**config.mk**
```make
export PLATFORM = sky130hd
export DESIGN_NAME = register_write_command_stream_parser
export DESIGN_NICKNAME = d
export VERILOG_FILES = /design/src/sv/rwcsp_pkg.sv /design/src/sv/register_write_command_stream_parser.sv /design/src/sv/rwcsp_front.sv /design/src/sv/rwcsp_fifo.sv /design/src/sv/rwcsp_back.sv
export SDC_FILE = /design/constraint.sdc
export NUM_CORES = 1
export LEC_CHECK = 0
export ABC_AREA = 1
export BUFFER_PORTS_ARGS = -buffer_cell sky130_fd_sc_hd__buf_2
export CAP_MARGIN = 25
export CORE_MARGIN = 2
export CORE_UTILIZATION = 40
export CTS_CLUSTER_SIZE = 8
export DETAILED_ROUTE_END_ITERATION = 8
export RECOVER_POWER = 25
export SETUP_SLACK_MARGIN = 0.02
export SLEW_MARGIN = 10
export SYNTH_ARGS = -nofsm -noshare
export SYNTH_HDL_FRONTEND = slang
export SYNTH_SLANG_ARGS = --single-unit
```
**constraint.sdc**
```tcl
create_clock -name clk -period 4.4 [get_ports clk]
set_input_delay 0.66 -clock clk [delete_from_list [all_inputs] [get_ports clk]]
set_output_delay 0.66 -clock clk [all_outputs]
set_load 0.01 [all_outputs]
```
**src/sv/rwcsp_pkg.sv**
```systemverilog
`default_nettype none

package rwcsp_pkg;

  typedef enum logic [1:0] {
    OP_BYTE   = 2'd0,
    OP_FLUSH  = 2'd1,
    OP_PAUSE  = 2'd2,
    OP_RESUME = 2'd3
  } op_t;

  localparam logic        KIND_WRITE  = 1'b0;
  localparam logic        KIND_DELAY  = 1'b1;
  localparam logic [4:0]  VOLUME_REG  = 5'h18;
  localparam logic [23:0] MIN_DELAY   = 24'd20;
  localparam logic [23:0] FLOOR_DELAY = 24'd10;

  localparam int QUEUE_DEPTH_DEF = 4;

  typedef struct packed {
    logic        kind;
    logic [4:0]  chip_reg;
    logic [7:0]  chip_data;
    logic [23:0] ticks;
  } cmd_t;

  typedef struct packed {
    logic full;
    logic empty;
  } q_stat_t;

endpackage

`default_nettype wire

```
**src/sv/register_write_command_stream_parser.sv**
```systemverilog
`default_nettype none

// channel   direction  handshake              payload
// in_       input      in_valid / in_ready    in_operation[1:0], in_stream_byte[7:0]
// out_      output     out_valid / out_ready  out_kind, out_chip_reg[4:0],
//                                             out_chip_data[7:0], out_delay_ticks[23:0]
// cfg_      input      cfg_we                 cfg_wdata[15:0] (timer adjust)
//
// one input beat per cycle while the queue is not full; the parser classifies it in the cycle it is taken
// a result beat is written into the queue and then into the output register
// before out_valid rises
// a queue of QUEUE_DEPTH entries sits between parser and output register;
// in_ready drops only while that queue is full
// rst_n is synchronous: parser state, queue, output valid and timer adjust clear

module register_write_command_stream_parser #(
  parameter int QUEUE_DEPTH = rwcsp_pkg::QUEUE_DEPTH_DEF
) (
  input  wire logic        clk,
  input  wire logic        rst_n,
  input  wire logic        in_valid,
  output logic             in_ready,
  input  wire logic [1:0]  in_operation,
  input  wire logic [7:0]  in_stream_byte,
  output logic             out_valid,
  input  wire logic        out_ready,
  output logic             out_kind,
  output logic [4:0]       out_chip_reg,
  output logic [7:0]       out_chip_data,
  output logic [23:0]      out_delay_ticks,
  input  wire logic        cfg_we,
  input  wire logic [15:0] cfg_wdata
);
  import rwcsp_pkg::*;

  q_stat_t q_stat;
  cmd_t    push_cmd;
  cmd_t    pop_cmd;
  logic    push;
  logic    pop;

  rwcsp_front u_front (
    .clk            (clk),
    .rst_n          (rst_n),
    .in_valid       (in_valid),
    .in_ready       (in_ready),
    .in_operation   (in_operation),
    .in_stream_byte (in_stream_byte),
    .q_stat         (q_stat),
    .push           (push),
    .push_cmd       (push_cmd)
  );

  rwcsp_fifo #(
    .DEPTH (QUEUE_DEPTH)
  ) u_fifo (
    .clk      (clk),
    .rst_n    (rst_n),
    .push     (push),
    .push_cmd (push_cmd),
    .pop      (pop),
    .pop_cmd  (pop_cmd),
    .q_stat   (q_stat)
  );

  rwcsp_back u_back (
    .clk             (clk),
    .rst_n           (rst_n),
    .cfg_we          (cfg_we),
    .cfg_wdata       (cfg_wdata),
    .q_stat          (q_stat),
    .pop_cmd         (pop_cmd),
    .pop             (pop),
    .out_valid       (out_valid),
    .out_ready       (out_ready),
    .out_kind        (out_kind),
    .out_chip_reg    (out_chip_reg),
    .out_chip_data   (out_chip_data),
    .out_delay_ticks (out_delay_ticks)
  );

endmodule

`default_nettype wire

```
**src/sv/rwcsp_front.sv**
```systemverilog
`default_nettype none

module rwcsp_front (
  input  wire logic              clk,
  input  wire logic              rst_n,
  input  wire logic              in_valid,
  output logic                   in_ready,
  input  wire logic [1:0]        in_operation,
  input  wire logic [7:0]        in_stream_byte,
  input  rwcsp_pkg::q_stat_t     q_stat,
  output logic                   push,
  output rwcsp_pkg::cmd_t        push_cmd
);
  import rwcsp_pkg::*;

  typedef enum logic [2:0] {
    PH_IDLE,
    PH_DATA,
    PH_DHI,
    PH_DMID,
    PH_DLO
  } phase_t;

  phase_t      phase_r, phase_nxt;
  logic [4:0]  pend_reg_r, pend_reg_nxt;
  logic [7:0]  dly_hi_r, dly_hi_nxt;
  logic [7:0]  dly_mid_r, dly_mid_nxt;
  logic [7:0]  vol_r, vol_nxt;
  logic        accept;
  op_t         op;
  logic [23:0] raw_delay;

  assign in_ready  = !q_stat.full;
  assign accept    = in_valid && in_ready;
  assign op        = op_t'(in_operation);
  assign raw_delay = {dly_hi_r, dly_mid_r, in_stream_byte};

  always_comb begin
    phase_nxt    = phase_r;
    pend_reg_nxt = pend_reg_r;
    dly_hi_nxt   = dly_hi_r;
    dly_mid_nxt  = dly_mid_r;
    vol_nxt      = vol_r;
    push         = 1'b0;
    push_cmd     = '0;
    if (accept) begin
      case (op)
        OP_FLUSH: begin
          phase_nxt    = PH_IDLE;
          pend_reg_nxt = '0;
          dly_hi_nxt   = '0;
          dly_mid_nxt  = '0;
        end
        OP_PAUSE: begin
          push               = 1'b1;
          push_cmd.kind      = KIND_WRITE;
          push_cmd.chip_reg  = VOLUME_REG;
        end
        OP_RESUME: begin
          push               = 1'b1;
          push_cmd.kind      = KIND_WRITE;
          push_cmd.chip_reg  = VOLUME_REG;
          push_cmd.chip_data = vol_r;
        end
        default: begin
          case (phase_r)
            PH_DATA: begin
              phase_nxt          = PH_IDLE;
              push               = 1'b1;
              push_cmd.kind      = KIND_WRITE;
              push_cmd.chip_reg  = pend_reg_r;
              push_cmd.chip_data = in_stream_byte;
              if (pend_reg_r == VOLUME_REG) begin
                vol_nxt = in_stream_byte;
              end
            end
            PH_DHI: begin
              dly_hi_nxt  = in_stream_byte;
              dly_mid_nxt = '0;
              phase_nxt   = PH_DMID;
            end
            PH_DMID: begin
              dly_mid_nxt = in_stream_byte;
              phase_nxt   = PH_DLO;
            end
            PH_DLO: begin
              phase_nxt = PH_IDLE;
              if (raw_delay >= MIN_DELAY) begin
                push           = 1'b1;
                push_cmd.kind  = KIND_DELAY;
                push_cmd.ticks = raw_delay;
              end
            end
            default: begin
              phase_nxt = PH_IDLE;
              if (in_stream_byte inside {[8'h00:8'h1f]}) begin
                pend_reg_nxt = in_stream_byte[4:0];
                phase_nxt    = PH_DATA;
              end else if (in_stream_byte inside {[8'h20:8'h3f]}) begin
                dly_hi_nxt  = '0;
                dly_mid_nxt = '0;
                phase_nxt   = PH_DHI;
              end
            end
          endcase
        end
      endcase
    end
  end

  always_ff @(posedge clk) begin
    if (!rst_n) begin
      phase_r    <= PH_IDLE;
      pend_reg_r <= '0;
      dly_hi_r   <= '0;
      dly_mid_r  <= '0;
      vol_r      <= '0;
    end else begin
      phase_r    <= phase_nxt;
      pend_reg_r <= pend_reg_nxt;
      dly_hi_r   <= dly_hi_nxt;
      dly_mid_r  <= dly_mid_nxt;
      vol_r      <= vol_nxt;
    end
  end

endmodule

`default_nettype wire

```
**src/sv/rwcsp_fifo.sv**
```systemverilog
`default_nettype none

module rwcsp_fifo #(
  parameter int DEPTH = rwcsp_pkg::QUEUE_DEPTH_DEF
) (
  input  wire logic          clk,
  input  wire logic          rst_n,
  input  wire logic          push,
  input  rwcsp_pkg::cmd_t    push_cmd,
  input  wire logic          pop,
  output rwcsp_pkg::cmd_t    pop_cmd,
  output rwcsp_pkg::q_stat_t q_stat
);
  import rwcsp_pkg::*;

  localparam int PW = (DEPTH > 1) ? $clog2(DEPTH) : 1;
  localparam int CW = $clog2(DEPTH + 1);

  cmd_t          mem [DEPTH];
  logic [PW-1:0] wr_ptr_r, wr_ptr_nxt;
  logic [PW-1:0] rd_ptr_r, rd_ptr_nxt;
  logic [CW-1:0] cnt_r, cnt_nxt;
  logic          do_push;
  logic          do_pop;

  assign q_stat.full  = (cnt_r == CW'(DEPTH));
  assign q_stat.empty = (cnt_r == '0);
  assign do_push      = push && !q_stat.full;
  assign do_pop       = pop && !q_stat.empty;
  assign pop_cmd      = mem[rd_ptr_r];

  always_comb begin
    wr_ptr_nxt = wr_ptr_r;
    rd_ptr_nxt = rd_ptr_r;
    cnt_nxt    = cnt_r;
    if (do_push) begin
      wr_ptr_nxt = (wr_ptr_r == PW'(DEPTH - 1)) ? '0 : wr_ptr_r + 1'b1;
    end
    if (do_pop) begin
      rd_ptr_nxt = (rd_ptr_r == PW'(DEPTH - 1)) ? '0 : rd_ptr_r + 1'b1;
    end
    case ({do_push, do_pop})
      2'b10:   cnt_nxt = cnt_r + 1'b1;
      2'b01:   cnt_nxt = cnt_r - 1'b1;
      default: cnt_nxt = cnt_r;
    endcase
  end

  always_ff @(posedge clk) begin
    if (do_push) begin
      mem[wr_ptr_r] <= push_cmd;
    end
  end

  always_ff @(posedge clk) begin
    if (!rst_n) begin
      wr_ptr_r <= '0;
      rd_ptr_r <= '0;
      cnt_r    <= '0;
    end else begin
      wr_ptr_r <= wr_ptr_nxt;
      rd_ptr_r <= rd_ptr_nxt;
      cnt_r    <= cnt_nxt;
    end
  end

endmodule

`default_nettype wire

```
**src/sv/rwcsp_back.sv**
```systemverilog
`default_nettype none

module rwcsp_back (
  input  wire logic          clk,
  input  wire logic          rst_n,
  input  wire logic          cfg_we,
  input  wire logic [15:0]   cfg_wdata,
  input  rwcsp_pkg::q_stat_t q_stat,
  input  rwcsp_pkg::cmd_t    pop_cmd,
  output logic               pop,
  output logic               out_valid,
  input  wire logic          out_ready,
  output logic               out_kind,
  output logic [4:0]         out_chip_reg,
  output logic [7:0]         out_chip_data,
  output logic [23:0]        out_delay_ticks
);
  import rwcsp_pkg::*;

  logic [15:0] timer_adj_r;
  logic        out_valid_r;
  logic        kind_r;
  logic [4:0]  chip_reg_r;
  logic [7:0]  chip_data_r;
  logic [23:0] ticks_r;
  logic [23:0] adj_ext;
  logic [23:0] diff;
  logic [23:0] ticks_nxt;

  assign pop     = !q_stat.empty && (!out_valid_r || out_ready);
  assign adj_ext = {8'd0, timer_adj_r};
  assign diff    = pop_cmd.ticks - adj_ext;

  always_comb begin
    ticks_nxt = pop_cmd.ticks;
    if (pop_cmd.kind == KIND_DELAY) begin
      if ((adj_ext < pop_cmd.ticks) && (diff > FLOOR_DELAY)) begin
        ticks_nxt = diff;
      end else begin
        ticks_nxt = FLOOR_DELAY;
      end
    end
  end

  always_ff @(posedge clk) begin
    if (!rst_n) begin
      timer_adj_r <= '0;
    end else if (cfg_we) begin
      timer_adj_r <= cfg_wdata;
    end
  end

  always_ff @(posedge clk) begin
    if (!rst_n) begin
      out_valid_r <= 1'b0;
    end else if (pop) begin
      out_valid_r <= 1'b1;
    end else if (out_ready) begin
      out_valid_r <= 1'b0;
    end
  end

  always_ff @(posedge clk) begin
    if (pop) begin
      kind_r      <= pop_cmd.kind;
      chip_reg_r  <= pop_cmd.chip_reg;
      chip_data_r <= pop_cmd.chip_data;
      ticks_r     <= ticks_nxt;
    end
  end

  assign out_valid       = out_valid_r;
  assign out_kind        = kind_r;
  assign out_chip_reg    = chip_reg_r;
  assign out_chip_data   = chip_data_r;
  assign out_delay_ticks = ticks_r;

endmodule

`default_nettype wire

```
; ---- After elaboration in Yosys (flattened, before gate mapping)
; Memory sizes are Yosys's and may differ from the RTL's. A register that Yosys moved wholly into a read port is not among the register bits.
; Cells that the tools add are included.
[classes]
n_lt_le_gt_ge = 7
n_addsub = 5
reduce_logical = 28
eq_ne = 18
mux = 36
bitwise = 2
[op_table]
columns = cell, count
row1 = 24-bit 2-to-1 mux, 5
row2 = 8-bit case mux with 2 select lines, 4
row3 = 38-bit 2-to-1 mux, 1
row4 = 24-bit by 5-bit greater-or-equal comparator with 1-bit output (second input constant), 1
row5 = 24-bit by 4-bit greater-than comparator with 1-bit output (second input constant), 1
row6 = 16-bit by 24-bit less-than comparator with 1-bit output, 1
row7 = 8-bit case mux with 3 select lines, 1
row8 = 24-bit by 16-bit subtractor with 24-bit output, 1
row9 = 8-bit 2-to-1 mux, 2
row10 = 13-bit 2-to-1 mux, 1
row11 = 3-bit case mux with 2 select lines, 2
row12 = 6-bit case mux with 2 select lines, 1
row13 = 2-bit == test (second input constant), 5
row14 = 2-bit 2-to-1 mux, 5
row15 = 5-bit 2-to-1 mux, 2
row16 = 5-bit case mux with 2 select lines, 1
row17 = 5-bit AND reduction, 2
row18 = 3-bit case mux with 3 select lines, 1
row19 = 8-bit by 1-bit greater-or-equal comparator with 1-bit output (second input constant), 1
row20 = 8-bit by 6-bit greater-or-equal comparator with 1-bit output (second input constant), 1
row21 = 8-bit by 5-bit <= comparator with 1-bit output (second input constant), 1
row22 = 8-bit by 6-bit <= comparator with 1-bit output (second input constant), 1
row23 = 4-bit AND reduction, 2
row24 = 1-bit logical AND, 7
row25 = other kinds (25), 46
[word_totals]
ramBits = 152
reg_bits = 94
word_cells = 111
memories = 1
inputBits = 31
out_inout_bits = 40
[mem_list]
columns = memory, words, word_bits, rd, rd_clocked_by_memory_dff, wr, line_no
row1 = u_fifo.mem, 4, 38, 1, 1, 1, rwcsp_fifo.sv:19  ; cmd_t mem [DEPTH];

; ---- Longest topological paths before layout
; Gate-level depths: netlist of run 1.
[logic_depth]
depth_word = 8
ltp_mapped = 24
depth_no_buf = 22

; ---- By module
; A second synthesis of run 1 with hierarchy kept.
[unflattened]
hier_cells = 1310
hier_area_um2 = 11917.7
[modules_own_cells]
columns = mod, area_each_um2, cells_per_inst, instances, seq_area_each_um2
row1 = rwcsp_fifo, 6137.1, 439, 1, 4744.6
row2 = rwcsp_back, 3762.4, 534, 1, 1481.4
row3 = rwcsp_front, 2018.2, 337, 1, 640.6

; ---- Worst setup path after synthesis of run 1
; OpenSTA, ideal clock, no wires.
[synth_timing]
path_kind = input -> register
start = in out_ready
end = reg u_fifo.cnt_r[2]
setup_slack_ns = 0.169
path_buffers = 0
stages = 9
arrival_time_ns = 4.108
setup_time_ns = 0.122
t_required_ns = 4.278
cell_sequence = nor2_1 -> a31oi_1 -> ha_1 -> inv_1 -> fa_1 -> a21oi_1 -> o21ai_0 -> o21ai_0 -> a21oi_1
[synth_via]
elab_chain_cells = 5
word_cells_on_any_way = 7
cone_classes = eq/ne: 2 / mux: 1 / reduce/logical: 4
[synth_rtl]
columns = item, line_no
row1 = start: declaration, register_write_command_stream_parser.sv:26  ; input wire logic out_ready,
row2 = 1-bit logical OR *, rwcsp_back.sv:30  ; assign pop = !q_stat.empty && (!out_valid_r || out_ready);
row3 = 1-bit logical AND *, rwcsp_back.sv:30
row4 = net pop, register_write_command_stream_parser.sv:40  ; logic pop;
row5 = 1-bit logical AND *, rwcsp_fifo.sv:29  ; assign do_pop = pop && !q_stat.empty;
row6 = 2-bit by 1-bit == test with 1-bit output / 2-bit == test (equally long branches), rwcsp_fifo.sv:42  ; case ({do_push, do_pop})
row7 = 3-bit case mux with 2 select lines / 2-bit nonzero test (equally long branches), --
row8 = end signal: assignment, rwcsp_fifo.sv:63  ; cnt_r <= cnt_nxt;
row9 = end: declaration, rwcsp_fifo.sv:22  ; logic [CW-1:0] cnt_r, cnt_nxt;
; Mark *: on every way through the listed nets, which the timed path passes. The rest lies on a longest branch.
; A chain may end at the register's enable or synchronous reset.

==> flow_summary.ini, run 1 <==
[cts]
cts-resized-gates = 0
numCtsBuffers = 37
clkSinkCount = 248
htreeDepth = 2
postCtsSetupBuffers = 0
root_buffer = clkbuf_16
cts_hold_buffers = 0
clk_transition_reported_paths_ps = 50
insertion_delay_ps = 530
clk_path_buf_depth = 3
cts_tree = done

[timing]
worst_slack_ps = 523.9
fin_skew_ps = 22.94
period_needed_ps = 3876
setup_viol = 0
fin_hold_ws_ps = 368.2
relSlewSlack_pct = -74.34
fmax_mhz = 258.0
grt_setup_unrepaired = false
fin_setup_tns_ps = 0
hold_violations = 0
tightest_slew_ps = 2615
maxSlewViolCount = 83
min_period_over_period_pct = 88.09

[worst_setup_path]
path_max_fanout = 31
cp.required_ps = 4670
worstPathArrival_ps = 4150
crit_type = reg -> reg
cp-end-kind = register
critPathLaunchType = register

[floorplanning]
core_mm2 = 0.02786
ios = 71
die_w_um = 172.2
die_area_mm2 = 0.02966
die_y_um = 172.2
start_util_pct = 40.63
fp-row-count = 61

[global_route]
grtUsageTotal_pct = 19.62
antenna_found_initial = 0
grt_overflow = 0
grt_max_degree = 77
grt_pass1_wl_mm = 44.64
grt_pass1_vias = 8310

[detailed_routing]
drtIter0Drc = 712
ant_nets = 0
vias = 8476
drt-total-wl_mm = 28.63
drc = 0
wl_per_cell_um = 17.03
avgViaCountPerCell = 5.042
first_pass_iters = 5

[placement]
gp_routability_congestion = 0.9416
dpl-instance-area_mm2 = 0.01221
dp_hpwl_mm = 19.70
dpl_worst_slack_ps = 579.9
port_buffers = 70

[job]
cap_violations = 2

[cells_and_area]
nNetsFinal = 1329
final_layout_size_suffix_gt1_share_pct = 8.135
diodes = 0
final_area_mm2 = 0.01323
regArea_mm2 = 0.006868
area_delta_synth_final_pct = 16.88
largest_reg_flops = 152
fill_cells = 2645
regMostFlops = u_fifo.mem
multiInputGateArea_mm2 = 0.003747

[yosys]
syn_area_mm2 = 0.01132
syn_inst = 1190
synthDistinctLibCells = 37
ys_ff_latch = 248
synth_fp_nets = 1245
yosysWarnings = 0
seq_area_frac_synth_pct = 60.66
avgSynthCellArea_um2 = 9.512

[power]
power_mw = 8.947
ir_worst_vdd_uv = 529.2
power_density_mw_per_mm2 = 676.2
power_leakage_nw = 5.211

[status]
violations = max-capacitance violations, max-slew violations
status = finished, violations left

[hold_path]
hp-class = in -> reg
## layout make-up
cell class,count,share of cell area [%]
inverter,147,4.171
timing repair buffer,89,3.688
multi-input combinational,751,28.32
clock inverter,4,0.5674
clock buffer,64,7.764
sequential,248,51.91
tap,378,3.575
## final timing paths
check	to	cells past startpoint	slack, ps	from
worst min register to register	u_front.vol_r[3]$_SDFFE_PN0P_	2	450	u_front.vol_r[3]$_SDFFE_PN0P_
worst max-delay path	u_back.out_delay_ticks[7]$_DFFE_PP_	20	520	register
worst max register to register	u_back.out_delay_ticks[7]$_DFFE_PP_	20	520	register
worst min-delay path	u_back.timer_adj_r[0]$_SDFFE_PN0P_	3	370	cfg_wdata[0]
## synthesized netlist by cell type (all sizes together)
library cell	number	area share, %
nand2	244	8.2
edfxtp	190	50
nor2	148	5.0
inv	146	4.8
o21ai	106	4.7
a21oi	64	2.8
dfxtp	58	10
nand3	57	2.7
clkbuf	33	1.1
o22ai	28	1.5
ha	22	2.4
nand3b	19	1.3
a211oi	14	0.93
buf	11	0.59
nor3	9	0.44
o32ai	8	0.62
nand4	6	0.33
a31oi	5	0.28
or2	4	0.22
nor4	3	0.17
o31ai	3	0.20
a32oi	2	0.15
fa	2	0.35
xor2	2	0.15
a22oi	1	0.066
a32o	1	0.088
clkinv	1	0.033
o211a	1	0.088
o22a	1	0.077
xnor2	1	0.077
## through the flow
step	util [%]	instances
4_1_cts	47.79	1681
3_5_place_dp	43.83	1613
6_report	47.49	1681
5_1_grt	47.49	1681
3_3_place_gp	43.83	1613
2_1_floorplan	-	1190
## layer usage
layer	vias to the layer above	GRT usage [%]	routed length (um)
li1	4226	-	-
met1	3990	25.65	12840
met2	221	33.21	13730
met3	39	3.777	1512
met4	0	5.773	549
met5	-	0	0
## where the power goes
part | leakage [nW] | switching [mW] | internal [mW]
Clock | 0.520 | 1.03 | 1.60
Combinational | 2.41 | 2.23 | 0.990
Sequential | 2.28 | 0.0969 | 3.00
## layout by cell type, fill, tap and decap left out, types with 8 or more instances in the layout
cell type	Yosys	layout
clkbuf_1	33	73
nor3_1	8	8
dfxtp_1	58	57
nand3_1	54	54
a21oi_1	64	64
nand3b_1	19	19
o22ai_1	28	28
nand2_1	241	241
o21ai_0	106	106
o32ai_1	8	8
buf_4	0	10
nor2_1	145	141
edfxtp_1	190	190
buf_2	8	28
a211oi_1	14	14
ha_1	22	22
clkbuf_16	0	37
inv_1	144	144
## critical path, stage by stage (launching register included)
cell and delay [ps]:
dfxtp_2 350, inv_2 200, buf_4 260, o21ai_0 160
o22a_1 170, ha_1 170, inv_1 70, fa_1 400
nand2_1 70, nand2_1 90, nand3_1 120, nand2_1 130
a21oi_1 340, nand3b_1 150, nand2_1 100, nand2_1 60
nor2_2 150, nand3_2 240, buf_4 250, nand3b_1 80
nand2_1 60
## logic make-up after synthesis
| group | synth area share [%] |
|---|---|
| simple gates | 18.21 |
| flops | 60.66 |
| buf+inv | 6.555 |
| xor+xnor | 0.2322 |
| compound gates | 11.56 |
| fa+ha+maj | 2.785 |
(Power assumes the default switching activity.)
==> inputs of run 2 (changes only) <==
--- a/config.mk
+++ b/config.mk
@@ -8,10 +8,14 @@
 export ABC_AREA = 1
 export BUFFER_PORTS_ARGS = -buffer_cell sky130_fd_sc_hd__buf_2
 export CAP_MARGIN = 25
+export CELL_PAD_IN_SITES_DETAIL_PLACEMENT = 0
+export CELL_PAD_IN_SITES_GLOBAL_PLACEMENT = 1
+export CORE_ASPECT_RATIO = 0.9
 export CORE_MARGIN = 2
 export CORE_UTILIZATION = 40
 export CTS_CLUSTER_SIZE = 8
 export DETAILED_ROUTE_END_ITERATION = 8
+export PLACE_DENSITY_LB_ADDON = 0.1
 export RECOVER_POWER = 25
 export SETUP_SLACK_MARGIN = 0.02
 export SLEW_MARGIN = 10
==> flow_summary.ini, run 2 (same netlist as run 1, synthesis figures left out) <==
[global_route]
grt_pass1_wl_mm = 46.49
antenna_found_initial = 0
grt_pass1_vias = 8188
grtUsageTotal_pct = 20.46
grt_overflow = 0
grt_max_degree = 44

[floorplanning]
start_util_pct = 40.62
die_w_um = 181.3
fp-row-count = 58
die_area_mm2 = 0.02966
core_mm2 = 0.02787
die_y_um = 163.6
ios = 71

[cells_and_area]
layout_commonest_cell = nand2_1
largest_reg_flops = 152
final_area_mm2 = 0.01308
nNetsFinal = 1329
fill_cells = 2714
regMostFlops = u_fifo.mem
final_cell_mix = nand2_1 (241), edfxtp_1 (190), inv_1 (144)
diodes = 0
area_delta_synth_final_pct = 15.54
final_layout_size_suffix_gt1_share_pct = 8.037
stdcell_count = 1654
fin_util_pct = 46.93

[detailed_routing]
first_pass_iters = 5
avgViaCountPerCell = 5.071
vias = 8388
drt-total-wl_mm = 29.93
wl_per_cell_um = 18.09
drc = 0
drtIter0Drc = 575
ant_nets = 0

[timing]
maxSlewViolCount = 83
tightest_slew_ps = 2825
setup_viol = 0
min_period_over_period_pct = 88.81
worst_slack_ps = 492.3
period_needed_ps = 3908
fin_skew_ps = 24.74
relSlewSlack_pct = -88.32
fmax_mhz = 255.9
grt_setup_unrepaired = false
fin_setup_tns_ps = 0
fin_hold_ws_ps = 384.4
hold_violations = 0

[worst_setup_path]
crit_type = reg -> reg
cp.required_ps = 4660
critPathLaunchType = register
worstPathArrival_ps = 4170
cp-end-kind = register
path_max_fanout = 17

[placement]
dpl-instance-area_mm2 = 0.01216
dpl.cell_count = 1596
dp_hpwl_mm = 20.74
dpl_worst_slack_ps = 537.5
gp_routability_congestion = 0.8919
port_buffers = 70

[power]
ir_worst_vdd_uv = 496.1
power_mw = 8.824
power_density_mw_per_mm2 = 674.7
power_leakage_nw = 5.169

[job]
cap_violations = 2

[cts]
insertion_delay_ps = 510
cts_tree = done
postCtsSetupBuffers = 0
cts-resized-gates = 0
htreeDepth = 2
clk_path_buf_depth = 3
clkSinkCount = 248
root_buffer = clkbuf_16
numCtsBuffers = 36
clk_transition_reported_paths_ps = 50
cts_hold_buffers = 0

[status]
violations = max-capacitance violations, max-slew violations
status = finished, violations left

[hold_path]
hp-class = in -> reg
## run 2: worst paths after layout
| kind | startpoint | end | slack (ps) | cells after the start |
|---|---|---|---|---|
| max | register | u_back.out_delay_ticks[5]$_DFFE_PP_ | 490 | 19 |
| min | cfg_wdata[0] | u_back.timer_adj_r[0]$_SDFFE_PN0P_ | 380 | 3 |
| max reg2reg | register | u_back.out_delay_ticks[5]$_DFFE_PP_ | 490 | 19 |
| min reg2reg | u_front.vol_r[2]$_SDFFE_PN0P_ | u_front.vol_r[2]$_SDFFE_PN0P_ | 450 | 2 |
## run 2: per-layer routing
layer	vias to the layer above	GRT usage, %	wire length, um
li1	4227	-	-
met3	48	2.988	1118
met5	-	0	0
met1	3935	30.03	14980
met2	178	31.38	13140
met4	0	6.282	686
## run 2: worst max-delay path, stage by stage, from the launching register on
cell	delay, ps
dfxtp_1	300
inv_1	270
buf_4	280
o21ai_0	110
o22ai_1	490
ha_1	400
nand2_1	170
inv_1	50
nand2_1	60
nand2_1	70
a21oi_1	170
nand2_1	100
nand2_1	70
nand2_1	70
nor2_1	110
nand3_1	80
nor2_1	160
nand3_2	370
nand3b_1	240
nand2_1	70
## run 2: power by group
group / internal [mW] / leakage, nW / switching, mW / total [mW]
registers: 3.00 / 2.28 / 0.0913 / 3.09
clock network: 1.51 / 0.479 / 0.960 / 2.47
logic: 0.979 / 2.41 / 2.29 / 3.27
total: 5.49 / 5.17 / 3.34 / 8.82
## run 2: cell type report
type                       count  area (um^2)  area share (%)
clock buffer                  56        975.9           7.462
clock inverter                 2        25.02          0.1913
inverter                     147        551.8           4.219
multi-input combinational    751         3747           28.65
sequential                   248         6867           52.50
tap                          360        450.4           3.444
timing repair buffer          90        461.7           3.530
==> inputs of run 3 (changes only) <==
--- a/config.mk
+++ b/config.mk
@@ -15,9 +15,10 @@
 export CORE_UTILIZATION = 40
 export CTS_CLUSTER_SIZE = 8
 export DETAILED_ROUTE_END_ITERATION = 8
-export PLACE_DENSITY_LB_ADDON = 0.1
+export PLACE_DENSITY = 0.8
 export RECOVER_POWER = 25
 export SETUP_SLACK_MARGIN = 0.02
+export SKIP_LAST_GASP = 1
 export SLEW_MARGIN = 10
 export SYNTH_ARGS = -nofsm -noshare
 export SYNTH_HDL_FRONTEND = slang
==> flow_summary.ini, run 3 (same netlist as run 1, synthesis figures left out) <==
[status]
status = finished, violations left
violations = max-capacitance violations, max-slew violations

[timing]
fin_skew_ps = 34.05
fin_setup_tns_ps = 0
period_needed_ps = 3902
maxSlewViolCount = 83
fmax_mhz = 256.3
min_period_over_period_pct = 88.69
relSlewSlack_pct = -77.75
grt_setup_unrepaired = false
setup_viol = 0
hold_violations = 0
tightest_slew_ps = 2666
worst_slack_ps = 497.7

[cells_and_area]
area_delta_synth_final_pct = 16.40
largest_reg_flops = 152
final_layout_size_suffix_gt1_share_pct = 8.410
diodes = 0
layout_commonest_cell = nand2_1
fill_cells = 2686
regMostFlops = u_fifo.mem
nNetsFinal = 1329
final_cell_mix = nand2_1 (241), edfxtp_1 (190), inv_1 (144)

[job]
cap_violations = 2

[worst_setup_path]
critPathMostFrequentCell = nand2_1
path_max_fanout = 20
path_delay_family = simple AND/OR/NAND/NOR gates
worst-r2r-setup-slack_ps = 500
crit_type = reg -> reg
cp_slowest_cell = inv_1
cp.required_ps = 4670
critPathBufInv = 3
crit_chain = inv_1, buf_4, o21ai_0, o22ai_1, ha_1, or2_2, nand3_1, nand2_1, a21oi_1, nand3b_1, nand2_1, nand2_1, nor2_2, nand3_2, buf_4, nand3_1, o21ai_0
worstPathArrival_ps = 4170
cp-end-kind = register
critPathLaunchType = register
slowest_delay_ps = 410

[cts]
cts_tree = done
postCtsSetupBuffers = 0
insertion_delay_ps = 520
clk_transition_reported_paths_ps = 50
clk_path_buf_depth = 3
cts-resized-gates = 0
root_buffer = clkbuf_16
clkSinkCount = 248
cts_hold_buffers = 0
numCtsBuffers = 37
htreeDepth = 2

[global_route]
grt_pass1_vias = 8258
grt_max_degree = 46
antenna_found_initial = 0
grt_overflow = 0
grtUsageTotal_pct = 19.22
grt_pass1_wl_mm = 44.62

[power]
switching_share_pct = 37.34
internal-power_mw = 5.600
pwr-share-seq_pct = 34.7
power.switching_mw = 3.338
combPwrFrac_pct = 36.1
power_leakage_nw = 5.213
ir_worst_vdd_uv = 375.7
power_density_mw_per_mm2 = 678.3
clkPwrFrac_pct = 29.2

[floorplanning]
die_y_um = 163.6
start_util_pct = 40.62
ios = 71
fp-row-count = 58
die_area_mm2 = 0.02966
die_w_um = 181.3
core_mm2 = 0.02787

[placement]
dp_hpwl_mm = 19.42
gp_routability_congestion = 0.8844
dpl_worst_slack_ps = 490.7
port_buffers = 70

[detailed_routing]
drc = 0
avgViaCountPerCell = 5.161
wl_per_cell_um = 17.08
first_pass_iters = 7
drt-total-wl_mm = 28.29
drtIter0Drc = 804
vias = 8546
ant_nets = 0

[hold_path]
hold_start = cfg_wdata[0]
hp-class = in -> reg
run 3: through the flow:
| stage | utilization (%) | hold WS [ps] | instances | total power, mW | cell area, um^2 |
|---|---|---|---|---|---|
| global placement | 43.69 | 440.5 | 1595 | 6.395 | 12180 |
| CTS | 47.56 | 350.8 | 1656 | 9.041 | 13250 |
| detailed placement | 43.69 | 443.0 | 1595 | 6.416 | 12180 |
| floorplan | - | 422.3 | 1190 | 5.365 | 11320 |
| finish | 47.28 | 364.1 | 1656 | 8.938 | 13180 |
| global route | 47.28 | 392.2 | 1656 | 9.565 | 13180 |
run 3: routing by layer:
layer / vias to the layer above / share of wire, % / wire (um) / track usage (%)
li1: 4231 / - / - / -
met1: 4024 / 47 / 13300 / 26.05
met2: 245 / 46 / 13050 / 32.45
met3: 46 / 5.0 / 1415 / 3.055
met4: 0 / 1.8 / 521 / 4.804
met5: - / 0 / 0 / 0
run 3: path summary, 6_finish.rpt:
check	depth (start not counted)	end
worst max-delay path	17	u_back.out_delay_ticks[0]$_DFFE_PP_
worst min-delay path	3	u_back.timer_adj_r[0]$_SDFFE_PN0P_
worst max register to register	17	u_back.out_delay_ticks[0]$_DFFE_PP_
worst min register to register	1	u_fifo.cnt_r[0]$_SDFFE_PN0P_
run 3: final cells by class:
class	count	area [um^2]	share of cell area, %
inverters	147	551.8	4.188
clock buffers	58	1036	7.862
multi-input cells	751	3747	28.44
repair buffers	89	481.7	3.656
flip-flops and latches	248	6867	52.11
well taps	360	450.4	3.418
clock inverters	3	42.54	0.3229
run 3: power by group through the flow:
stage | combinational (mW) | clock [mW] | sequential [mW]
6_report | 3.23 | 2.61 | 3.10
5_1_grt | 3.67 | 2.76 | 3.13
4_1_cts | 3.30 | 2.65 | 3.09
3_5_place_dp | 3.29 | 0 | 3.13
3_3_place_gp | 3.28 | 0 | 3.12
2_1_floorplan | 2.13 | 0 | 3.23
run 3: worst min-delay path, delay by kind of cell:
kind / cells / cell delay, ps
AND/OR/NAND/NOR: 2 / 110
buffers and inverters: 1 / 70
